`src/rtl/mmn_pkg.sv`:
```
// mmn_pkg: shared widths, command codes and types of the min-max normalizer.
// No dependencies; every other rtl file but mmn_ram imports it.
`default_nettype none

package mmn_pkg;

  localparam int SAMPLE_W = 24;   // signed Q7.16 sample
  localparam int IDX_W    = 12;   // grid index
  localparam int SCALED_W = 16;   // unsigned Q0.16 result

  // sample store, power of two; the index wraps modulo its depth
  localparam int DEPTH    = 4096;
  localparam int ADDR_W   = $clog2(DEPTH);
  localparam int IDXEXT_W = (ADDR_W > IDX_W) ? ADDR_W : IDX_W;

  // read queue between front and back
  localparam int QDEPTH = 4;
  localparam int QPTR_W = $clog2(QDEPTH);
  localparam int QCNT_W = $clog2(QDEPTH + 1);

  // one quotient bit per divider step
  localparam int DIV_STEPS = SCALED_W;
  localparam int DCNT_W    = $clog2(DIV_STEPS);

  localparam logic CMD_LOAD = 1'b0;
  localparam logic CMD_READ = 1'b1;

  typedef enum logic [1:0] {
    BK_IDLE,
    BK_DIV,
    BK_HOLD
  } back_state_e;

  // read item waiting for the back end: sample plus range snapshot
  typedef struct packed {
    logic signed [SAMPLE_W-1:0] x;
    logic signed [SAMPLE_W-1:0] lo;
    logic signed [SAMPLE_W-1:0] hi;
    logic        [IDX_W-1:0]    index;
  } rd_item_t;

  typedef struct packed {
    logic              empty;
    logic [QCNT_W-1:0] count;
  } q_stat_t;

  function automatic logic [ADDR_W-1:0] slot_of(input logic [IDX_W-1:0] idx);
    logic [IDXEXT_W-1:0] ext;
    ext = IDXEXT_W'(idx);
    return ext[ADDR_W-1:0];
  endfunction

endpackage

`default_nettype wire

```
`src/rtl/mmn_queue.sv`:
```
// mmn_queue: short FIFO of read items between front and back.
// Depends on mmn_pkg.
`default_nettype none

module mmn_queue (
  input  wire logic              clk_i,
  input  wire logic              rst_ni,
  input  wire logic              enq_i,
  input  wire mmn_pkg::rd_item_t enq_item_i,
  input  wire logic              deq_i,
  output mmn_pkg::rd_item_t      head_o,
  output mmn_pkg::q_stat_t       stat_o
);
  import mmn_pkg::*;

  rd_item_t          mem_q [QDEPTH];
  logic [QPTR_W-1:0] wr_ptr_q;
  logic [QPTR_W-1:0] rd_ptr_q;
  logic [QCNT_W-1:0] count_q, count_d;
  logic              do_deq;

  // front never pushes into a full queue: it reserves room before accepting
  assign do_deq = deq_i && (count_q != '0);

  always_comb begin
    count_d = count_q;
    if (enq_i && !do_deq) count_d = count_q + 1'b1;
    if (!enq_i && do_deq) count_d = count_q - 1'b1;
  end

  always_ff @(posedge clk_i or negedge rst_ni) begin
    if (!rst_ni) begin
      wr_ptr_q <= '0;
      rd_ptr_q <= '0;
      count_q  <= '0;
    end else begin
      count_q <= count_d;
      if (enq_i)  wr_ptr_q <= wr_ptr_q + 1'b1;
      if (do_deq) rd_ptr_q <= rd_ptr_q + 1'b1;
    end
  end

  always_ff @(posedge clk_i) begin
    if (enq_i) begin
      mem_q[wr_ptr_q] <= enq_item_i;
    end
  end

  assign head_o       = mem_q[rd_ptr_q];
  assign stat_o.empty = (count_q == '0);
  assign stat_o.count = count_q;

endmodule

`default_nettype wire

```
`config.mk`:
```
export PLATFORM = sky130hd
export DESIGN_NAME = mmn_queue
export DESIGN_NICKNAME = d
export VERILOG_FILES = /design/src/rtl/mmn_pkg.sv /design/src/rtl/mmn_queue.sv
export SDC_FILE = /design/constraint.sdc
export NUM_CORES = 1
export LEC_CHECK = 0
export BUFFER_PORTS_ARGS = -buffer_cell sky130_fd_sc_hd__buf_2
export CORE_UTILIZATION = 36
export CTS_BUF_LIST = sky130_fd_sc_hd__clkbuf_2 sky130_fd_sc_hd__clkbuf_4 sky130_fd_sc_hd__clkbuf_8
export CTS_CLUSTER_SIZE = 16
export DETAILED_ROUTE_END_ITERATION = 8
export HOLD_SLACK_MARGIN = 0.05
export MAX_ROUTING_LAYER = met4
export PLACE_DENSITY_LB_ADDON = 0.15
export RECOVER_POWER = 25
export REMOVE_ABC_BUFFERS = 1
export SLEW_MARGIN = 40
export SYNTH_ARGS = -nofsm -noshare
export SYNTH_HDL_FRONTEND = slang
export SYNTH_SLANG_ARGS = --single-unit
```
`constraint.sdc`:
```
create_clock -name clk_i -period 8.1 [get_ports clk_i]
set_clock_uncertainty 0.1 [all_clocks]
set_input_delay 0.405 -clock clk_i [delete_from_list [all_inputs] [get_ports clk_i]]
set_output_delay 0.405 -clock clk_i [all_outputs]
set_load 0.01 [all_outputs]
```
==> results.cfg <==
[worst_setup_path]
r2r_setup_slack_ns = 5.60
worst_r2r_path_depth = 4
critPathCaptureType = output port
cp.depth = 3
worstPathMaxFanout = 47
crit_required_ns = 7.60
crit_chain = buf_6 > mux4_2 > buf_2
crit_type = reg2out
slowest_stage = dfrtp_4
start_kind = flop
r2r-end = mem_q[0][81]
cpPeakStageDelay_ns = 0.68
path_buf_inv = 2
r2r_start = wr_ptr_q[0]
critPathTopFamily = buffers and inverters
critPathArrivalTime_ns = 2.69

[die]
die_w_um = 188.8
die_y_um = 188.8
initial_core_util = 0.3646
ios = 176
placementRows = 68
die-area_um2 = 35650
core_um2 = 34460

[clocking]
cts_buffers = 53
clk_path_buf_depth = 3
clk_latency_ns = 0.56
cts.sinks = 343
clkTransAtPathRegs_ns = 0.06
cts-root-buf = clkbuf_8
cts_tree = built
htree_num_levels = 2

[detailed_routing]
routed_wirelength_mm = 24.54
drtIter0Drc = 263
vias_per_cell = 4.736
drc_errors = 0
drtPass1Iterations = 4
antenna_left = 0
routedWlPerCell_um = 19.25
dr_total_vias = 6039

[placed_design]
pre_cts_slack_ns = 5.401
hpwl_mm = 14.42
gp_congestion = 0.7039
port_buffers = 175

[sta]
whs_ns = 0.1685
fmax_ghz = 0.3132
fin_ws_ns = 4.907
fin_crit_ns = 3.193
tightestPinTransition_ns = 0.7520
period_share = 0.3942
final-setup-viol-count = 0
rsz0062_at_grt = false
hold_viol_final = 0
setup_tns_ns = 0
slew_headroom = 0.4987
drv_slew = 0

[layout]
multi_input_area_um2 = 2102
drive_gt1_frac = 0.3675
area_growth_pct = 25.58
seq_area_um2 = 10270
layout.nets = 876
fin_util = 0.4578
fillCellCount = 2995

[hold_path]
hp-class = in2reg
min_from = deq_i
holdPathEnd = rd_ptr_q[0]
holdPathStages = 3

[logic_synthesis]
ys_types = 20
synth_edf_count = 336
ys_seq_area_frac = 0.8171
synth_ff_type = edfxtp_1
netlist_instances = 475
synth_area_per_cell_um2 = 26.45
async_reset_ff_frac = 0.02041
netlist_area_um2 = 12560
ys_ff_latch = 343
synth_warnings = 0

[global_route]
antenna_found_initial = 1
overflow = 0
grt_pass1_vias = 6693
grt_max_degree = 56
grt_util_all_layers = 0.1464
grt_pass1_wl_mm = 38.36

[power_and_ir_drop]
irDropWorstVdd_mv = 0.1564
p_per_area_nw_per_um2 = 340.3
p_leak_nw = 5.339

[outcome]
status = complete, no violations

[flow_run]
max_cap_violations = 0
==> worst reg2reg max path, delay by kind of cell, from the launching register on <==
kind / cells / cell delay [ns]
AND/OR/NAND/NOR: 1 / 0.55
buffers and inverters: 2 / 0.85
flip-flops: 1 / 0.42
adder cells (fa/ha/maj): 1 / 0.15
==> synthesized netlist by cell type (2+ instances only) <==
cell,number,area (µm²)
xnor2_1,2,17.52
nand2_1,2,7.510
dfrtp_1,7,175.2
buf_2,6,30.03
buf_4,4,30.03
and2_1,4,25.02
inv_1,6,22.52
mux4_2,84,1892
edfxtp_1,336,10090
xor2_1,4,35.03
buf_12,5,100.1
ha_1,5,62.56
buf_1,3,11.26
==> where the power goes <==
| group | switching [W] | internal, W |
|---|---|---|
| Sequential | 0.000135 | 0.00232 |
| Combinational | 0.000813 | 0.000723 |
| Clock | 0.000615 | 0.000759 |
==> routing by layer <==
| layer | share of wire | GRT usage |
|---|---|---|
| met5 | 0 | - |
| met4 | 0.026 | 0.05211 |
| met3 | 0.052 | 0.03297 |
| met2 | 0.50 | 0.2408 |
| met1 | 0.43 | 0.1776 |
==> metrics by stage <==
stage / power [W] / cell area (µm²) / std cells
6_report: 0.005369 / 15780 / 1275
5_1_grt: 0.005653 / 15780 / 1275
4_1_cts: 0.005489 / 15840 / 1274
3_5_place_dp: 0.004060 / 13960 / 1095
3_3_place_gp: 0.004009 / 13890 / 1092
2_1_floorplan: 0.003471 / 12380 / 456
==> worst max-delay path by stage <==
stage / startpoint / endpoint / slack [ns]
after floorplan: rd_ptr_q[0] / head_o[0] / 3.57
after global placement: rd_ptr_q[0] / head_o[55] / 4.73
after detailed placement: rd_ptr_q[0] / head_o[55] / 5.40
after CTS: rd_ptr_q[0] / head_o[55] / 4.75
after global routing: rd_ptr_q[0] / head_o[14] / 4.68
final: rd_ptr_q[0] / head_o[14] / 4.91
==> what timing repair did <==
item / in CTS / in global routing
endpoints found under the hold margin: 345 / 0
setup buffers: 0 / 0
setup endpoints to repair: 0 / 0
hold buffers: 87 / 0
gates resized for setup: 0 / 0
==> area by class of cell <==
class | instances | share of cell area
antenna | 1 | 0.0001586
multi-input combinational | 107 | 0.1332
timing repair buffer | 271 | 0.1141
clock inverter | 19 | 0.008090
inverter | 6 | 0.001428
tap | 455 | 0.03609
sequential | 343 | 0.6512
clock buffer | 73 | 0.05576
==> flip-flops by register name, summed over array words and instances, names as in the netlist <==
name	flops
count_q	3
mem_q	336
rd_ptr_q	2
wr_ptr_q	2
==> kinds of logic (layout without fill, tap and decap cells) <==
group / Yosys count / in the layout / share of synthesized area
muxes: 85 / 85 / 0.1514
adders and majority gates: 6 / 6 / 0.006574
other: 0 / 1 / 0
and+or+nand+nor: 8 / 8 / 0.003286
DFF: 343 / 343 / 0.8171
xor gates and xnor gates: 6 / 6 / 0.004183
buffers and inverters: 25 / 369 / 0.01633
AOI/OAI and AO/OA: 2 / 2 / 0.001095
==> placed cells by master, fill, tap and decap left out, types with 5 or more instances in the layout <==
cell type / instances
clkbuf_8: 53
clkbuf_4: 20
mux4_2: 84
clkinv_1: 14
clkbuf_1: 51
inv_1: 6
buf_2: 124
dfrtp_1: 5
ha_1: 5
edfxtp_1: 336
dlygate4sd3_1: 87
Power figures use the tool's default switching activity.
