`config.mk`:
```
export PLATFORM = sky130hd
export DESIGN_NAME = mmn_back
export DESIGN_NICKNAME = d
export VERILOG_FILES = /design/src/rtl/mmn_pkg.sv /design/src/rtl/mmn_back.sv
export SDC_FILE = /design/constraint.sdc
export NUM_CORES = 1
export LEC_CHECK = 0
export BUFFER_PORTS_ARGS = -buffer_cell sky130_fd_sc_hd__buf_4
export CAP_MARGIN = 20
export CORE_ASPECT_RATIO = 1.4
export CORE_UTILIZATION = 55
export CTS_CLUSTER_SIZE = 40
export DETAILED_ROUTE_END_ITERATION = 6
export PLACE_DENSITY = 0.87
export SLEW_MARGIN = 10
export SYNTH_ARGS = -nofsm -noshare
export SYNTH_HDL_FRONTEND = slang
export SYNTH_SLANG_ARGS = --single-unit
```
`constraint.sdc`:
```
create_clock -name clk_i -period 4.6 [get_ports clk_i]
set_clock_uncertainty 0.1 [all_clocks]
set_input_delay 0.69 -clock clk_i [delete_from_list [all_inputs] [get_ports clk_i]]
set_output_delay 0.69 -clock clk_i [all_outputs]
set_load 0.01 [all_outputs]
```
`src/rtl/mmn_pkg.sv`:
```
// mmn_pkg: shared widths, command codes and types of the min-max normalizer.
// No dependencies; every other rtl file but mmn_ram imports it.
`default_nettype none

package mmn_pkg;

  localparam int SAMPLE_W = 24;   // signed Q7.16 sample
  localparam int IDX_W    = 12;   // grid index
  localparam int SCALED_W = 16;   // unsigned Q0.16 result

  // sample store, power of two; the index wraps modulo its depth
  localparam int DEPTH    = 4096;
  localparam int ADDR_W   = $clog2(DEPTH);
  localparam int IDXEXT_W = (ADDR_W > IDX_W) ? ADDR_W : IDX_W;

  // read queue between front and back
  localparam int QDEPTH = 4;
  localparam int QPTR_W = $clog2(QDEPTH);
  localparam int QCNT_W = $clog2(QDEPTH + 1);

  // one quotient bit per divider step
  localparam int DIV_STEPS = SCALED_W;
  localparam int DCNT_W    = $clog2(DIV_STEPS);

  localparam logic CMD_LOAD = 1'b0;
  localparam logic CMD_READ = 1'b1;

  typedef enum logic [1:0] {
    BK_IDLE,
    BK_DIV,
    BK_HOLD
  } back_state_e;

  // read item waiting for the back end: sample plus range snapshot
  typedef struct packed {
    logic signed [SAMPLE_W-1:0] x;
    logic signed [SAMPLE_W-1:0] lo;
    logic signed [SAMPLE_W-1:0] hi;
    logic        [IDX_W-1:0]    index;
  } rd_item_t;

  typedef struct packed {
    logic              empty;
    logic [QCNT_W-1:0] count;
  } q_stat_t;

  function automatic logic [ADDR_W-1:0] slot_of(input logic [IDX_W-1:0] idx);
    logic [IDXEXT_W-1:0] ext;
    ext = IDXEXT_W'(idx);
    return ext[ADDR_W-1:0];
  endfunction

endpackage

`default_nettype wire

```
`src/rtl/mmn_back.sv`:
```
// mmn_back: classifies a read item, runs a restoring divider one quotient
// bit per cycle and holds the result register. Depends on mmn_pkg.
`default_nettype none

module mmn_back (
  input  wire logic                             clk_i,
  input  wire logic                             rst_ni,
  input  wire mmn_pkg::q_stat_t                 q_stat_i,
  input  wire mmn_pkg::rd_item_t                head_i,
  output logic                                  deq_o,
  input  wire logic                             pop_i,
  output logic                                  empty_o,
  output logic [mmn_pkg::SCALED_W-1:0]          scaled_o,
  output logic [mmn_pkg::IDX_W-1:0]             out_index_o,
  output logic                                  flat_o
);
  import mmn_pkg::*;

  back_state_e state_q, state_d;

  logic signed [SAMPLE_W:0] num;
  logic signed [SAMPLE_W:0] den;
  logic                     is_flat;
  logic                     trivial;
  logic [SCALED_W-1:0]      triv_val;
  logic                     step;
  logic                     load_out;
  logic                     out_free;
  logic [SAMPLE_W:0]        rem_sh;
  logic                     rem_ge;
  logic [SAMPLE_W:0]        rem_sub;

  logic [SAMPLE_W-1:0]      rem_q;
  logic [SAMPLE_W-1:0]      den_q;
  logic [SCALED_W-1:0]      quo_q;
  logic [IDX_W-1:0]         idx_q;
  logic                     wflat_q;
  logic [DCNT_W-1:0]        cnt_q;

  logic                     out_valid_q;
  logic [SCALED_W-1:0]      scaled_q;
  logic [IDX_W-1:0]         out_idx_q;
  logic                     out_flat_q;

  // classification of the head item
  assign num     = $signed({head_i.x[SAMPLE_W-1], head_i.x})
                 - $signed({head_i.lo[SAMPLE_W-1], head_i.lo});
  assign den     = $signed({head_i.hi[SAMPLE_W-1], head_i.hi})
                 - $signed({head_i.lo[SAMPLE_W-1], head_i.lo});
  assign is_flat = (head_i.hi == head_i.lo);

  always_comb begin
    trivial  = 1'b1;
    triv_val = '0;
    if (is_flat || den[SAMPLE_W] || num[SAMPLE_W] || (num == '0)) begin
      triv_val = '0;
    end else if (num >= den) begin
      triv_val = '1;
    end else begin
      trivial = 1'b0;
    end
  end

  // one restoring step: remainder stays below the divisor
  assign rem_sh  = {rem_q, 1'b0};
  assign rem_ge  = rem_sh >= {1'b0, den_q};
  assign rem_sub = rem_sh - {1'b0, den_q};

  assign out_free = !out_valid_q || pop_i;

  always_comb begin
    state_d = state_q;
    unique case (state_q)
      BK_IDLE: begin
        if (!q_stat_i.empty) state_d = trivial ? BK_HOLD : BK_DIV;
      end
      BK_DIV: begin
        if (cnt_q == DCNT_W'(DIV_STEPS - 1)) state_d = BK_HOLD;
      end
      BK_HOLD: begin
        if (out_free) state_d = BK_IDLE;
      end
      default: state_d = BK_IDLE;
    endcase
  end

  always_comb begin
    deq_o    = 1'b0;
    step     = 1'b0;
    load_out = 1'b0;
    unique case (state_q)
      BK_IDLE: deq_o    = !q_stat_i.empty;
      BK_DIV:  step     = 1'b1;
      BK_HOLD: load_out = out_free;
      default: ;
    endcase
  end

  always_ff @(posedge clk_i or negedge rst_ni) begin
    if (!rst_ni) begin
      state_q     <= BK_IDLE;
      cnt_q       <= '0;
      out_valid_q <= 1'b0;
    end else begin
      state_q <= state_d;
      if (deq_o) begin
        cnt_q <= '0;
      end else if (step) begin
        cnt_q <= cnt_q + 1'b1;
      end
      if (load_out) begin
        out_valid_q <= 1'b1;
      end else if (pop_i) begin
        out_valid_q <= 1'b0;
      end
    end
  end

  always_ff @(posedge clk_i) begin
    if (deq_o) begin
      rem_q   <= num[SAMPLE_W-1:0];
      den_q   <= den[SAMPLE_W-1:0];
      quo_q   <= triv_val;
      idx_q   <= head_i.index;
      wflat_q <= is_flat;
    end else if (step) begin
      rem_q <= rem_ge ? rem_sub[SAMPLE_W-1:0] : rem_sh[SAMPLE_W-1:0];
      quo_q <= {quo_q[SCALED_W-2:0], rem_ge};
    end
    if (load_out) begin
      scaled_q   <= quo_q;
      out_idx_q  <= idx_q;
      out_flat_q <= wflat_q;
    end
  end

  assign empty_o     = !out_valid_q;
  assign scaled_o    = scaled_q;
  assign out_index_o = out_idx_q;
  assign flat_o      = out_flat_q;

endmodule

`default_nettype wire

```
==> impl_results.md, run 1 <==
* Critical Path End Type: flop
* DR top layer: met4
* Remaining DRCs at 0
* Type of the most critical hold path: reg -> reg
* First-pass iteration count of the detailed router at 6
* Power per cell area at 609 mW/mm²
* Starting DRT DRC Count at 616
* Post-Synth XOR/XNOR Area at 5.88%
* Vias at 8486
* Crit share post-route at 98.9%
* DP HPWL at 18.7 mm
* Clock Sinks at 113
* Crit path DAT at 4.60 ns
* Root buffer cell: clkbuf_16
* Post-Synth Simple-Gate Area at 14.0%
* CTS Buffer Depth at 2
* Crit path launch: head_i[37]
* Gr ovfl total at 0
* Most frequent cells in the layout: buf_4 (242), edfxtp_1 (106), inv_1 (96)
* Gr usage total at 30.7%
* Max-Cap Viols at 0
* Tightest Pin Transition at 0.558 ns
* Int Power at 0.00441 W
* CTS H-tree depth at 4
* Compound-gate portion of the synthesized area at 20.2%
* Pins Over Slew Limit at 0
* Syn nets at 1131
* Initial core utilization at 56.8%
* CTS Buf Count at 17
* Largest family of logic cells by synthesized area: compound AO/OA/AOI/OAI gates
* Sw Ratio at 38.9%
* Commonest non-fill, non-tap cell in the layout: buf_4
* Post-synthesis mux area share at 2.70%
* WL met2 at 13.1 mm
* Lkg Pwr at 5.47 nW
* CP required at 4.65 ns
* Post-synth EDFFs at 106
* CORE AREA at 0.0157 mm²
* Gpl congestion at 0.918
* PortBufs at 118
* Synth cell types at 79
* Total Power at 0.00721 W
* Synth Cell Area at 0.00894 mm²
* Final cell count without fillers at 1391
* Placed inst area at 0.0109 mm²
* Layout fillers at 1020
* Clock power share at 19.5%
* Initial antenna violation count at 0
* Via/cell ratio at 6.10
* Routed WL per cell at 18.4 µm
* Met3 routed WL at 1.42 mm
* Maximum clock rate at 220 MHz
* Critical path class: in -> reg
* Yosys reg bits at 113
* # rows at 54
* Main synth FF type: edfxtp_1
* Status: finished clean
* Die Y-Extent at 153 µm
* Seq. cell area at 0.00336 mm²
* Post-Syn Instances at 940
* CP startpoint kind: input port
* First-pass GRT wire length at 39.2 mm
* Largest net degree at the start of global routing at 45
* Synthesized area per cell at 9.51 µm²
* CTS tree: built
* Multi-input logic area at 0.00529 mm²
* Die area at 0.0168 mm²
* Area growth syn-to-layout at 32.4%
* R2R Path Start: rem_q[0]$_DFFE_PP_
* Min Hold Slack at 0.310 ns
* Antenna Nets Post-Route at 0
* DRT Wirelength at 25.5 mm
* Die width at 110 µm
* Share of cells above drive strength 1 at 28.6%
* Nets at 1373
* Final setup fails at 0
* Hold Violations, Final at 0
* Wl on met1 at 9.34 mm
* Crit path time final at 4.55 ns
* HP Start: wflat_q$_DFFE_PP_
* Final TNS setup at 0 ns
* Cells after DPL at 1347
* Crit path max fanout at 5
* Combinational share of power at 53.4%
* Slew HR at 62.7%
* Sequential share of the synthesized area at 37.6%
* Clk_lat worst skew at 0.42 ns
* Post-synthesis adder-cell area fraction at 14.2%
* NetSw at 0.00281 W
* Sequential fraction of design power at 27.2%
* Io pins at 122
* Syn. warnings at 0
* Reg2reg path depth at 11
* VDD IR max at 0.000626 V
* RSZ-0062 raised after global routing: true
* Clock Pin Slew Worst Setup and Hold Paths at 0.05 ns
* Final instance area at 0.0118 mm²
* Vias in the first global route at 8375
* Min-Delay Path Depth at 0
* N_diodes at 0
* Asr flop ratio synth at 6.19%
[power groups by stage]
stage	clock network, W	registers, W	logic [W]
after floorplan	0	0.00198	0.00245
after global placement	0	0.00194	0.00341
after detailed placement	0	0.00196	0.00357
after CTS	0.00142	0.00196	0.00366
after global routing	0.00146	0.00201	0.00420
final	0.00140	0.00196	0.00385
[synth_stat cells (12+ instances only)]
cell type,n,area share [%]
a21o_1,28,2.4
a21oi_1,78,4.4
clkbuf_1,19,0.80
edfxtp_1,106,36
ha_1,97,14
inv_1,99,4.2
mux2i_1,23,2.6
nand2_1,65,2.7
nand2b_1,15,1.0
nand3_1,22,1.2
nor2_1,59,2.5
nor3_1,18,1.0
o21a_1,12,1.0
o21ai_0,49,2.7
xnor2_1,35,3.4
xor2_1,25,2.4
[registers in the layout, indices dropped and copies added, names as in the netlist]
name,flops
cnt_q,4
den_q,24
flat_o,1
idx_q,12
out_index_o,12
out_valid_q,1
quo_q,16
rem_q,24
scaled_o,16
state_q,2
wflat_q,1
[final cells by class]
type,instances,share of cell area (%)
Multi-Input combinational cell,701,44.7
Timing Repair Buffer,249,16.4
Inverter,100,3.21
Sequential cell,113,28.4
Tap cell,196,2.07
Clock buffer,19,3.66
Clock inverter,13,1.62
[repair_timing]
item,4_1_cts,5_1_grt
endpoints found under the hold margin,7,0
buffers inserted,5,4
hold buffers,1,0
resized for setup,4,35
pin swaps,0,7
setup endpoints to repair,18,18
gates cloned,0,2
[routing by layer]
layer	track usage [%]	vias to the layer above
met1	32.3	3972
li1	-	3947
met3	5.37	139
met4	17.8	0
met2	55.7	428
met5	0	-
[path summary, 6_finish.rpt]
kind	slack [ns]	endpoint
max in group asynchronous	3.76	state_q[1]$_DFFE_PN0P_
hold / removal	0.31	flat_o$_DFFE_PP_
hold reg to reg	0.31	flat_o$_DFFE_PP_
min in group asynchronous	0.52	state_q[0]$_DFFE_PN0P_
setup / recovery	0.05	quo_q[1]$_DFFE_PP_
setup reg to reg	0.95	rem_q[2]$_DFFE_PP_
[worst max-delay path, stage by stage]
cell and delay [ns]:
buf_4 0.11, inv_1 0.15, buf_4 0.14, ha_1 0.24, a21o_1 0.20, a21o_1 0.20, a31oi_2 0.29, o311a_1 0.27
o21a_1 0.22, buf_4 0.14, o21ai_0 0.10, xnor2_1 0.24, ha_1 0.28, nand2_1 0.11, nor2_1 0.07, a2111oi_2 0.23
nor2_1 0.11, nor3_1 0.17, a21oi_1 0.11, a21oi_2 0.16, buf_6 0.15, buf_12 0.11, o21ai_0 0.11
[kinds of logic after synthesis]
logic type	after synthesis
compound gates	267
xor+xnor	60
fa+ha+maj	100
buf+inv	126
flops	113
mux	24
simple gates	250
[stage by stage]
stage	utilization [%]	worst slack (ns)
2_1_floorplan	-	0.00452
3_3_place_gp	69.4	-0.465
3_5_place_dp	69.4	-0.609
4_1_cts	73.8	0.00346
5_1_grt	75.2	-0.0885
6_report	75.2	0.0519
Power figures use the tool's default switching activity.
==> inputs of run 2 (changes only) <==
--- a/config.mk
+++ b/config.mk
@@ -12,6 +12,7 @@
 export CTS_CLUSTER_SIZE = 40
 export DETAILED_ROUTE_END_ITERATION = 6
 export PLACE_DENSITY = 0.87
+export RECOVER_POWER = 50
 export SLEW_MARGIN = 10
 export SYNTH_ARGS = -nofsm -noshare
 export SYNTH_HDL_FRONTEND = slang
==> run 2 against run 1 <==
  * Global-route usage unchanged
  * Largest cell class unchanged
  * Register-to-register slack better by 0.02 ns
  * Via count down 0.92%
==> impl_results.md, run 2 (synthesis gave the netlist of run 1 again) <==
* Vias at 8408 (-0.92%)
* Power per cell area at 609 mW/mm² (about the same)
* R2r setup slk at 0.97 ns (+0.02 ns)
* Sequential fraction of design power at 27.2% (about the same)
* Antenna Nets Post-Route at 0 (unchanged)
* CTS tree: built
* Combinational share of power at 53.3% (about the same)
* PortBufs at 118 (unchanged)
* Slowest-stage cell, CP: a31oi_2
* Die area at 0.0168 mm² (unchanged)
* Pins Over Slew Limit at 0 (unchanged)
* Max-Cap Viols at 0 (unchanged)
* Max stage delay on crit path at 0.30 ns (about the same)
* Remaining DRCs at 0 (unchanged)
* NetSw at 0.00280 W (-0.17%)
* Maximum clock rate at 220 MHz (about the same)
* Vias in the first global route at 8375 (unchanged)
* Lkg Pwr at 5.46 nW (-0.20%)
* Gpl congestion at 0.918 (unchanged)
* Final instance area at 0.0118 mm² (about the same)
* Most frequent cells in the layout: buf_4 (229), edfxtp_1 (106), inv_1 (96)
* Crit share post-route at 98.8% (about the same)
* Status: finished clean
* Layout fillers at 1024 (+0.39%)
* Top flop regs: den_q: 24 flops, rem_q: 24 flops
* VDD IR max at 0.000627 V (about the same)
* Type of the most critical hold path: reg -> reg
* Nets at 1373 (unchanged)
* RSZ-0062 raised after global routing: true
* Crit path time final at 4.55 ns (-0.00160 ns)
* Crit path max fanout at 9 (+4)
* Die width at 110 µm (unchanged)
* CTS Buf Count at 17 (unchanged)
* Crit path DAT at 4.61 ns (about the same)
* Placed inst area at 0.0109 mm² (unchanged)
* Gr ovfl total at 0 (unchanged)
* Seq. cell area at 0.00336 mm² (unchanged)
* Area growth syn-to-layout at 32.3% (about the same)
* Tightest Pin Transition at 0.895 ns (+0.337 ns)
* Commonest non-fill, non-tap cell in the layout: buf_4
* Pre-CTS setup slack at -0.609 ns (unchanged)
* CP startpoint kind: input port
* DRT Wirelength at 25.5 mm (-0.18%)
* CORE AREA at 0.0157 mm² (unchanged)
* Share of cells above drive strength 1 at 28.4% (-0.25 points)
* Clock power share at 19.5% (about the same)
* Clock Pin Slew Worst Setup and Hold Paths at 0.05 ns (about the same)
* Initial antenna violation count at 0 (unchanged)
* Routed WL per cell at 18.3 µm (-0.18%)
* Largest net degree at the start of global routing at 45 (unchanged)
* Sw Ratio at 38.9% (about the same)
* Critical path class: in -> reg
* N_diodes at 0 (unchanged)
* Critical Path End Type: flop
* First-pass iteration count of the detailed router at 5 (-1)
* Multi-input logic area at 0.00529 mm² (about the same)
* Gr usage total at 30.7% (unchanged)
* Final setup fails at 0 (unchanged)
* Clk_lat worst skew at 0.42 ns (about the same)
* DP HPWL at 18.7 mm (unchanged)
* Hold Violations, Final at 0 (unchanged)
* # rows at 54 (unchanged)
* CP Buf/Inv Count at 6 (unchanged)
* Final setup margin at 0.0535 ns (+0.00160 ns)
* Worst path top cell family by delay: compound AO/OA/AOI/OAI gates
* Die Y-Extent at 153 µm (unchanged)
* Slew HR at 40.2% (-22 points)
* Starting DRT DRC Count at 615 (-0.16%)
* Root buffer cell: clkbuf_16
* CP required at 4.67 ns (+0.02 ns)
* Clock Sinks at 113 (unchanged)
* First-pass GRT wire length at 39.2 mm (unchanged)
* Initial core utilization at 56.8% (unchanged)
* Io pins at 122 (unchanged)
* Critical-path cell list: buf_4 > inv_1 > buf_4 > ha_1 > a21o_1 > a21o_1 > a31oi_2 > o311a_1 > o21a_1 > buf_4 > o21ai_0 > xnor2_1 > ha_1 > nand2_1 > nor2_1 > a2111oi_2 > nor2_1 > nor3_1 > a21oi_1 > a21oi_2 > buf_4 > clkbuf_16 > o21ai_2
* CTS Buffer Depth at 2 (unchanged)
* CP most frequent cell: buf_4
* Total Power at 0.00720 W (about the same)
* Utilization after layout at 75.1% (about the same)
* CTS H-tree depth at 4 (unchanged)
* Via/cell ratio at 6.04 (-0.92%)
* Int Power at 0.00440 W (about the same)
[run 2: changes by cell type in the layout (fill, tap and decap cells not counted), sizes merged]
cell,change
clkbuf,+13
buf,-13
[run 2: cell type report]
type	instances	share of cell area, %
flip-flops and latches	113	28.4
multi-input cells	701	44.7
inverters	100	3.22
well taps	196	2.07
repair buffers	249	16.3
clock inverters	13	1.62
clock buffers	19	3.66
[run 2: metal layers]
layer  GRT usage (%)  share of wire (%)  vias to the layer above
li1                -                  -                     3943
met1            32.3                 36                     3942
met2            55.7                 52                      398
met3            5.37                5.4                      125
met4            17.8                6.5                        0
met5               0                  0                        -
[run 2: stage by stage]
step	instances	hold slack (ns)	TNS (ns)
finish	1391	0.308	0
global route	1391	0.330	-0.664
CTS	1385	0.311	0
detailed placement	1347	0.305	-10.18
global placement	1347	0.301	-7.69
floorplan	940	0.294	0
[run 2: worst reg2reg max path, stage by stage (launching register included)]
cell	delay (ns)
edfxtp_1	0.42
ha_1	0.32
nor2b_1	0.17
o2111a_1	0.21
o21ai_0	0.18
a21oi_1	0.37
o211ai_1	0.19
a21bo_2	0.27
a31oi_4	0.30
buf_4	0.40
mux2i_1	0.32
a21oi_1	0.11
[run 2: timing repair]
item,in CTS,in global routing
hold endpoints to repair,7,0
hold buffers,1,0
cloned,0,2
setup buffers,5,4
pin swaps,0,7
setup endpoints to repair,18,18
gates resized for setup,4,35
[run 2: path summary, 6_finish.rpt]
| path | startpoint | to | depth (start not counted) |
|---|---|---|---|
| worst max-delay path | head_i[37] | quo_q[9]$_DFFE_PP_ | 23 |
| worst max register to register | rem_q[0]$_DFFE_PP_ | rem_q[2]$_DFFE_PP_ | 11 |
| max in group asynchronous | rst_ni | state_q[1]$_DFFE_PN0P_ | 2 |
| worst min-delay path | wflat_q$_DFFE_PP_ | flat_o$_DFFE_PP_ | 0 |
| worst min register to register | wflat_q$_DFFE_PP_ | flat_o$_DFFE_PP_ | 0 |
| min in group asynchronous | rst_ni | state_q[0]$_DFFE_PN0P_ | 2 |
[run 2: power groups by stage]
stage / sequential, W / combinational, W / clock [W]
floorplan: 0.00198 / 0.00245 / 0
global placement: 0.00194 / 0.00341 / 0
detailed placement: 0.00196 / 0.00357 / 0
CTS: 0.00196 / 0.00366 / 0.00142
global route: 0.00201 / 0.00419 / 0.00146
finish: 0.00196 / 0.00384 / 0.00140
==> inputs of run 3 (changes only) <==
--- a/config.mk
+++ b/config.mk
@@ -8,11 +8,14 @@
 export BUFFER_PORTS_ARGS = -buffer_cell sky130_fd_sc_hd__buf_4
 export CAP_MARGIN = 20
 export CORE_ASPECT_RATIO = 1.4
+export CORE_MARGIN = 5
 export CORE_UTILIZATION = 55
 export CTS_CLUSTER_SIZE = 40
 export DETAILED_ROUTE_END_ITERATION = 6
+export GPL_TIMING_DRIVEN = 1
 export PLACE_DENSITY = 0.87
 export RECOVER_POWER = 50
+export SKIP_LAST_GASP = 1
 export SLEW_MARGIN = 10
 export SYNTH_ARGS = -nofsm -noshare
 export SYNTH_HDL_FRONTEND = slang
==> run 3 against run 2 <==
  * The run now ends with setup timing left
  * Cell area rose by 0.34%
  * Maximum frequency fell by 5.7%
  * Sequential share of layout area fell by 0.096 points
  * Die area rose by 13%
  * Core utilization fell by 1.4 points
  * Sequential cell count did not move
  * Register-to-register slack got worse by 0.04 ns
==> impl_results.md, run 3 (synthesis gave the netlist of run 1 again) <==
* R2R Path Start: rem_q[0]$_DFFE_PP_
* CP startpoint kind: input port
* Crit path time final at 4.82 ns (+0.275 ns)
* Clock Pin Slew Worst Setup and Hold Paths at 0.06 ns (about the same)
* Type of the most critical hold path: reg -> reg
* Final instance area at 0.0119 mm² (+0.34%)
* Crit share post-route at 105% (+6.0 points)
* Critical Path End Type: flop
* Remaining DRCs at 0 (unchanged)
* CTS Buf Count at 17 (unchanged)
* RSZ-0062 raised after global routing: true
* Lkg Pwr at 5.49 nW (+0.45%)
* Die width at 118 µm (+7.3%)
* R2r setup slk at 0.93 ns (-0.04 ns)
* CTS H-tree depth at 4 (unchanged)
* Clk_lat worst skew at 0.42 ns (about the same)
* Final setup fails at 18 (+18)
* CTS Buffer Depth at 2 (unchanged)
* Reg2reg path depth at 11 (unchanged)
* Top flop regs: den_q: 24 flops, rem_q: 24 flops
* Die area at 0.0189 mm² (+13%)
* Min-Delay Path Depth at 0 (unchanged)
* Share of cells above drive strength 1 at 29.2% (+0.81 points)
* First-pass iteration count of the detailed router at 5 (unchanged)
* Io pins at 122 (unchanged)
* Via/cell ratio at 6.08 (+0.51%)
* Max-Cap Viols at 0 (unchanged)
* HP Start: idx_q[2]$_DFFE_PP_
* Pre-CTS setup slack at -0.560 ns (+0.0497 ns)
* Worst reg2reg endpoint: rem_q[6]$_DFFE_PP_
* Final setup margin at -0.221 ns (-0.275 ns)
* Gr ovfl total at 0 (unchanged)
* Clock Sinks at 113 (unchanged)
* Crit path max fanout at 8 (-1)
* N_diodes at 0 (unchanged)
* DP HPWL at 19.2 mm (+2.5%)
* Final TNS setup at -3.18 ns (-3.18 ns)
* CTS tree: built
* Gr usage total at 25.8% (-4.8 points)
* Vias at 8560 (+1.8%)
* Tightest Pin Transition at 0.671 ns (-0.224 ns)
* Largest net degree at the start of global routing at 68 (+51%)
* Power per cell area at 596 mW/mm² (-2.2%)
* Routed WL per cell at 18.8 µm (+2.7%)
* PortBufs at 118 (unchanged)
* Starting DRT DRC Count at 680 (+11%)
* Gpl congestion at 0.960 (+4.5%)
* Pins Over Slew Limit at 0 (unchanged)
* Placed inst area at 0.0110 mm² (+0.29%)
* Status: finished, violations left
* CP required at 4.67 ns (about the same)
* Antenna Nets Post-Route at 0 (unchanged)
* Initial core utilization at 55.5% (-1.3 points)
* First-pass GRT wire length at 39.9 mm (+1.7%)
* # rows at 55 (+1.9%)
* CORE AREA at 0.0161 mm² (+2.3%)
* DRT Wirelength at 26.5 mm (+4.0%)
* Area growth syn-to-layout at 32.7%
* VDD IR max at 0.000581 V (-7.2%)
* Crit path DAT at 4.89 ns (+0.28 ns)
* Slew HR at 55.2% (+15 points)
* Vias in the first global route at 8418 (+0.51%)
* Min-Delay Endpoint: out_index_o[2]$_DFFE_PP_
* Nets at 1388 (+1.1%)
* Hold Violations, Final at 0 (unchanged)
* Die Y-Extent at 161 µm (+5.2%)
* Maximum clock rate at 207 MHz (-5.7%)
* Most frequent cells in the layout: buf_4 (244), edfxtp_1 (106), inv_1 (97)
* Critical path class: in -> reg
* Initial antenna violation count at 0 (unchanged)
* Commonest non-fill, non-tap cell in the layout: buf_4
* Failing checks: setup timing
* Min Hold Slack at 0.316 ns (+0.00784 ns)
* Root buffer cell: clkbuf_16
-- run 3: power by group --
| part | internal, W | switching [W] |
|---|---|---|
| registers | 0.00179 | 0.000183 |
| clock network | 0.000745 | 0.000494 |
| logic | 0.00169 | 0.00218 |
-- run 3: worst max-delay path: stages --
cell and delay, ns:
buf_8 0.10, inv_4 0.04, ha_4 0.13, inv_4 0.04, fa_2 0.39, a21oi_2 0.16, o21a_1 0.18, o21ai_2 0.09
a21oi_2 0.20, o21bai_4 0.11, a2111oi_4 0.37, o31ai_2 0.15, a21oi_2 0.18, xor2_1 0.21, ha_1 0.30, a21oi_2 0.14
nor2_1 0.07, a2111oi_2 0.33, nor2_1 0.13, nor3_2 0.23, a21oi_2 0.10, a21oi_4 0.19, buf_12 0.13, clkbuf_16 0.15
o21ai_4 0.06
-- run 3: layout make-up --
type,instances,area [µm²]
repair buffers,264,2050
multi-input cells,701,5270
flip-flops and latches,113,3360
well taps,199,249
clock inverters,15,138
inverters,100,380
fillers,1107,4230
clock buffers,17,425
-- run 3: how the worst max path moves through the flow --
| stage | startpoint | endpoint | slack (ns) | cells past startpoint |
|---|---|---|---|---|
| floorplan | head_i[60] | quo_q[10]$_DFFE_PP_ | 0.005 | 20 |
| global placement | head_i[12] | quo_q[15]$_DFFE_PP_ | -0.47 | 24 |
| detailed placement | head_i[12] | quo_q[3]$_DFFE_PP_ | -0.56 | 24 |
| CTS | head_i[60] | quo_q[4]$_DFFE_PP_ | 0.001 | 23 |
| global route | head_i[12] | quo_q[12]$_DFFE_PP_ | -0.32 | 25 |
| finish | head_i[12] | quo_q[11]$_DFFE_PP_ | -0.22 | 25 |
-- run 3: per-layer routing --
| layer | up-vias | GRT usage (%) | wire length, µm |
|---|---|---|---|
| met5 | - | 0 | 0 |
| met4 | 0 | 14.1 | 1320 |
| met3 | 106 | 4.23 | 1710 |
| met2 | 462 | 48.4 | 14100 |
| met1 | 4017 | 27.3 | 9370 |
| li1 | 3975 | - | - |
-- run 3: metrics by stage --
step	utilization, %	std cells	total power (W)
floorplan	-	940	0.00442
CTS	72.6	1401	0.00693
detailed placement	68.0	1352	0.00555
finish	73.7	1409	0.00707
global placement	68.0	1352	0.00536
global route	73.7	1409	0.00750
-- run 3: what timing repair did --
action / in CTS / in global routing
hold endpoints to repair: 7 / 0
hold buffers: 1 / 0
gates cloned: 1 / 0
endpoints found under the setup margin: 17 / 18
resized for setup: 6 / 31
buffers inserted: 15 / 9
pin swaps: 6 / 33
